==> src/rtl/idbnp_pkg.sv <==
// ---------------------------------------------------------------------------
// idbnp_pkg: shared types and constants of the ID buffer nearest pick
// Frame limits, field widths, request and register codes, and the search
// window record passed from the window unit to the scan sequencer.
// ---------------------------------------------------------------------------
package idbnp_pkg;

   localparam int MAX_WIDTH  = 256;
   localparam int MAX_HEIGHT = 256;
   localparam int MAX_RADIUS = 15;

   localparam int COORD_W = 8;    // pixel column / row
   localparam int DIM_W   = 9;    // frame size, window end
   localparam int RAD_W   = 4;    // pick radius
   localparam int ID_W    = 32;   // object ID
   localparam int CSR_IDX_W = 1;

   localparam int MEM_DEPTH = MAX_WIDTH * MAX_HEIGHT;
   localparam int ADDR_W    = $clog2(MEM_DEPTH);

   // distance from the cursor inside the window never exceeds twice the radius
   localparam int SPAN_W = $clog2(2 * MAX_RADIUS + 1);
   localparam int DIST_W = 2 * SPAN_W + 1;

   localparam logic OP_WRITE = 1'b0;
   localparam logic OP_PICK  = 1'b1;

   localparam logic [CSR_IDX_W-1:0] REG_FRAME_WIDTH  = 1'b0;
   localparam logic [CSR_IDX_W-1:0] REG_FRAME_HEIGHT = 1'b1;

   typedef struct packed {
      logic [COORD_W-1:0] x0;
      logic [DIM_W-1:0]   x1;
      logic [COORD_W-1:0] y0;
      logic [DIM_W-1:0]   y1;
      logic               empty;
   } win_type;

endpackage

==> src/rtl/idbnp_window.sv <==
// ---------------------------------------------------------------------------
// idbnp_window: pick window bounds
// Clamps the window start to zero, then its end to the frame size, and
// flags a window that holds no pixel.
// ---------------------------------------------------------------------------
module idbnp_window (
   input  logic [idbnp_pkg::COORD_W-1:0] cursor_x,
   input  logic [idbnp_pkg::COORD_W-1:0] cursor_y,
   input  logic [idbnp_pkg::RAD_W-1:0]   radius,
   input  logic [idbnp_pkg::DIM_W-1:0]   width,
   input  logic [idbnp_pkg::DIM_W-1:0]   height,
   output idbnp_pkg::win_type            win
);
   import idbnp_pkg::*;

   localparam int LO_W  = COORD_W + 2;
   localparam int END_W = DIM_W + 1;

   logic signed [LO_W-1:0] lo_x, lo_y;
   logic [COORD_W-1:0]     x0, y0;
   logic [END_W-1:0]       side, end_x, end_y;
   logic [DIM_W-1:0]       x1, y1;

   always_comb begin
      side = END_W'({radius, 1'b1});
      lo_x = $signed(LO_W'(cursor_x)) - $signed(LO_W'(radius));
      lo_y = $signed(LO_W'(cursor_y)) - $signed(LO_W'(radius));
      x0   = lo_x[LO_W-1] ? '0 : lo_x[COORD_W-1:0];
      y0   = lo_y[LO_W-1] ? '0 : lo_y[COORD_W-1:0];
      end_x = END_W'(x0) + side;
      end_y = END_W'(y0) + side;
      x1 = (end_x > END_W'(width))  ? width  : end_x[DIM_W-1:0];
      y1 = (end_y > END_W'(height)) ? height : end_y[DIM_W-1:0];

      win.x0    = x0;
      win.y0    = y0;
      win.x1    = x1;
      win.y1    = y1;
      win.empty = (x1 <= DIM_W'(x0)) || (y1 <= DIM_W'(y0));
   end

endmodule

==> config.mk <==
export PLATFORM = sky130hd
export DESIGN_NAME = idbnp_window
export DESIGN_NICKNAME = d
export VERILOG_FILES = /design/src/rtl/idbnp_pkg.sv /design/src/rtl/idbnp_window.sv
export SDC_FILE = /design/constraint.sdc
export NUM_CORES = 1
export LEC_CHECK = 0
export BUFFER_PORTS_ARGS = -buffer_cell sky130_fd_sc_hd__buf_2
export CAP_MARGIN = 40
export CORE_AREA = 2 2 67 69
export DETAILED_ROUTE_END_ITERATION = 10
export DIE_AREA = 0 0 69 71
export PLACE_DENSITY = 0.85
export SYNTH_ARGS = -nofsm -noshare
export SYNTH_HDL_FRONTEND = slang
export SYNTH_SLANG_ARGS = --single-unit
==> constraint.sdc <==
create_clock -name vclk -period 10.1
set_clock_uncertainty 0.2 [all_clocks]
set_input_delay 2.02 -clock vclk [all_inputs]
set_output_delay 2.02 -clock vclk [all_outputs]
set_load 0.1 [all_outputs]
# ---- Word level (Yosys, flattened, before mapping)
# Cells that the tools add are included.
# Widths: inputs -> output; s select.
dict set report totals {
  ff_bits 0
  latch_bits 0
  mem_bits_rw 0
  rom_bits 0
  inputBits 38
  output_inout_bits 35
  word_cells 13
  memories 0
}
dict set report op_classes {
  n_addsub 4
  mul 0
  div 0
  order_cmp 4
  eq_ne 0
  shifts 0
  n_mux 4
  bitwise_logic 0
  reduce_logical 1
}
# cell n
set op_table {}
lappend op_table {{$add 8x5->9} 2}
lappend op_table {{$gt 9x9->1} 2}
lappend op_table {{$le 9x8->1} 2}
lappend op_table {{$mux 9} 2}
lappend op_table {{$sub 8x4->9} 2}
lappend op_table {{$mux 8} 2}
lappend op_table {{$logic_or 1x1->1} 1}

# ---- Longest topological paths before layout
dict set report logic_depth {
  word_depth 7
  depth_mapped 28
  mapped_depth_nobuf 28
}

# ---- Worst setup path after synthesis
# No wires, ideal clock.
dict set report synth_timing {
  kind {in2out}
  startpoint {input cursor_y[0] (netlist bit)}
  endpoint {output win[0] (netlist bit)}
  arrival_time_ps 10785
  required_time_ps 7880
  setup_slack_ps -2905
  cell_stages 19
  n_path_buf 0
  path_cell_list {inv_1 -> ha_1 -> fa_1 -> nor2b_1 -> o21ai_1 -> nand2_1 -> nand2_1 -> inv_1 -> ha_1 -> a21o_1 -> a21oi_1 -> nor2_1 -> a311oi_2 -> xnor2_1 -> ha_1 -> a2111oi_0 -> a221oi_1 -> o41ai_1 -> o22ai_1}
}
# element line
set synth_rtl {}
lappend synth_rtl {{start, declared} idbnp_window.sv:8} ;# input logic [idbnp_pkg::COORD_W-1:0] cursor_y,
lappend synth_rtl {{end, declared} idbnp_window.sv:12} ;# output idbnp_pkg::win_type win

==> run summary <==
status = finished, final reports clean
DR WL/cell = 15.5 um
register area = 0 um^2
initial antenna violation count = 0
first-pass GRT wire length = 10500 um
Max IR drop VDD = 203 uV
CP Class = primary input to output port
WL final = 6460 um
Seq Cell Count = 0
max_cap viols = 0
placed cell area = 2880 um^2
Final Hold Viols = 0
Tmin final = 9.81 ns
Slew HR = 65.3%
TritonRoute pass-1 iters = 4
DP HPWL = 5480 um
element type at the critical path end = output port
Max Fclk = 0.102 GHz
crit share post-route = 97.1%
largest net degree at the start of global routing = 10
DIE HEIGHT = 71 um
Worst Path Max Fanout = 7
diode count = 0
Ys Warns = 0
Yosys cell types = 49
sequential area share after synthesis = 0%
Total Nets Final = 459
GRT Resource Usage Total = 24.9%
Die W = 69 um
Post-CTS Hold Fix Bufs = 0
CP Data Required Time = 7.88 ns
Initial Utilization = 51.5%
Post-Synthesis Net Count = 376
Placeable Area = 4200 um^2
cell area power density = 225 nW/um^2
vias per cell = 5.82
CP startpoint = radius[0]
I/O Buffers = 73
# rows = 24
Antenna Violating Nets Remaining = 0
Die Area = 4900 um^2
Cells after Synth = 284
CP Launch Type = primary input
vias post-DR = 2427
Sum Neg Setup Slack = 0 ns
# IOs = 73
layout cell share with drive strength beyond 1 = 42.7%
DRC = 0
drt initial violations = 92
Worst Path Arrival = 7.59 ns
GP Congestion = 0.861
vias in the first global route = 2354
clock buffers = 0
Final setup violation count = 0
Lkg Pwr = 1.48 nW
final global-route overflow total = 0
P&R area growth vs syn = 38.5%
Final Max Tran Viols = 0
design area = 3000 um^2
Synth Area per Inst = 7.63 um^2
Slew @ Worst Pin = 0.517 ns
Cell Area, Synth = 2170 um^2
Min-Delay Path Class = primary input to output port
crit path to = win[0]
-- synthesized netlist by cell type, types with 2 or more instances --
cell type | count | share of area, %
a2111oi_0 | 2 | 0.81
a211o_1 | 2 | 0.81
a211oi_1 | 2 | 0.69
a21o_1 | 6 | 2.1
a21oi_1 | 16 | 3.7
and2_1 | 3 | 0.87
fa_1 | 4 | 3.7
ha_1 | 50 | 29
inv_1 | 41 | 7.1
inv_2 | 3 | 0.52
mux2_1 | 5 | 2.6
mux2_2 | 10 | 5.2
mux2i_1 | 4 | 1.8
nand2_1 | 19 | 3.3
nand2b_1 | 6 | 1.7
nand3_1 | 4 | 0.92
nand4_1 | 3 | 0.87
nor2_1 | 20 | 3.5
nor2b_1 | 5 | 1.4
nor3_1 | 5 | 1.2
nor3_2 | 2 | 0.92
nor4_1 | 3 | 0.87
o2111ai_1 | 2 | 0.81
o211ai_1 | 2 | 0.69
o21a_1 | 12 | 4.2
o21ai_0 | 12 | 2.8
o21ai_1 | 2 | 0.46
o21bai_1 | 2 | 0.69
o31a_1 | 2 | 0.81
o31ai_1 | 4 | 1.4
or3_4 | 2 | 1.0
xnor2_1 | 8 | 3.2
xor2_1 | 5 | 2.0
-- how the worst min path moves through the flow --
stage	startpoint	end	slack, ns	cells after the start
finish	height[2]	win[3]	4.39	4
global placement	height[2]	win[3]	4.38	4
floorplan	height[2]	win[3]	4.12	2
CTS	height[2]	win[3]	4.39	4
global route	height[7]	win[8]	4.42	4
detailed placement	height[2]	win[3]	4.39	4
-- kinds of logic (layout without fill, tap and decap cells) --
group                      count (synthesis)  after routing  synth area share [%]
AOI/OAI and AO/OA                         77             77                  26.4
and+or+nand+nor                           76             76                  18.3
adders and majority gates                 54             54                  32.6
buffers and inverters                     45            126                  7.86
muxes                                     19             19                  9.65
xor gates and xnor gates                  13             13                  5.26
-- metrics by stage --
step	utilization [%]	total power [mW]	setup WS [ns]	cells	hold WS (ns)
final	71.3	0.675	0.290	417	4.39
after global routing	71.3	0.710	-0.0451	417	4.42
after CTS	68.6	0.642	0.00365	410	4.39
after detailed placement	68.6	0.640	-0.0503	410	4.39
after global placement	68.6	0.628	0.134	410	4.38
after floorplan	-	0.528	-1.00	284	4.12
-- power by group --
part / total, mW / switching [mW] / leakage [nW] / internal [mW]
clock: 0 / 0 / 0 / 0
combinational: 0.675 / 0.484 / 1.48 / 0.192
sequential: 0 / 0 / 0 / 0
total: 0.675 / 0.484 / 1.48 / 0.192
-- cell type report --
| cell class | instances | area [um^2] |
|---|---|---|
| fillers | 329 | 1200 |
| inverters | 44 | 204 |
| multi-input cells | 239 | 2280 |
| well taps | 52 | 65.1 |
| repair buffers | 82 | 450 |
-- cell usage in the layout, fill, tap and decap left out, types with 3 or more instances in the layout --
cell type   instances
buf_2              71
ha_1               44
inv_1              32
nor2_1             16
nand2_1            15
a21oi_1            12
o21a_1             11
mux2_2             10
buf_4               9
o21ai_0             8
xnor2_1             8
clkinvlp_4          7
a21o_1              6
xor2_1              5
nor2b_1             5
nor3_1              5
ha_4                5
o21ai_2             4
inv_2               4
nand2b_1            4
mux2_1              3
nand2_2             3
a21oi_2             3
o31ai_1             3
nor2_2              3
and2_1              3
nand3_1             3
nand4_1             3
-- routing by layer --
| metal | share of wire, % | global-route usage, % | up-vias |
|---|---|---|---|
| met5 | 0 | 0 | - |
| li1 | - | - | 1199 |
| met1 | 44 | 34.3 | 1093 |
| met2 | 47 | 42.7 | 103 |
| met4 | 3.9 | 5.66 | 0 |
| met3 | 5.6 | 1.71 | 32 |
-- worst max-delay path: stages --
cell	delay, ns
buf_2	0.16
ha_2	0.22
fa_2	0.37
nor2b_1	0.18
o21a_1	0.23
nor2_2	0.07
mux2i_2	0.26
clkinvlp_4	0.19
ha_4	0.33
inv_2	0.05
o21bai_1	0.17
o2111ai_1	0.27
xnor2_1	0.23
ha_1	0.32
o21ai_0	0.11
a221oi_2	0.33
o21a_2	0.26
mux2_4	0.33
ha_1	0.31
a2111oi_2	0.37
o21ai_1	0.12
o2111ai_1	0.11
a21oi_1	0.11
o22ai_2	0.24
buf_12	0.21
-- repair_timing --
action | in CTS | in global routing
endpoints found under the setup margin | 1 | 1
endpoints found under the hold margin | 0 | 0
gates cloned | 0 | 0
setup buffers | 0 | 7
pin swaps | 0 | 7
gates resized for setup | 1 | 14
(Power assumes the default switching activity.)
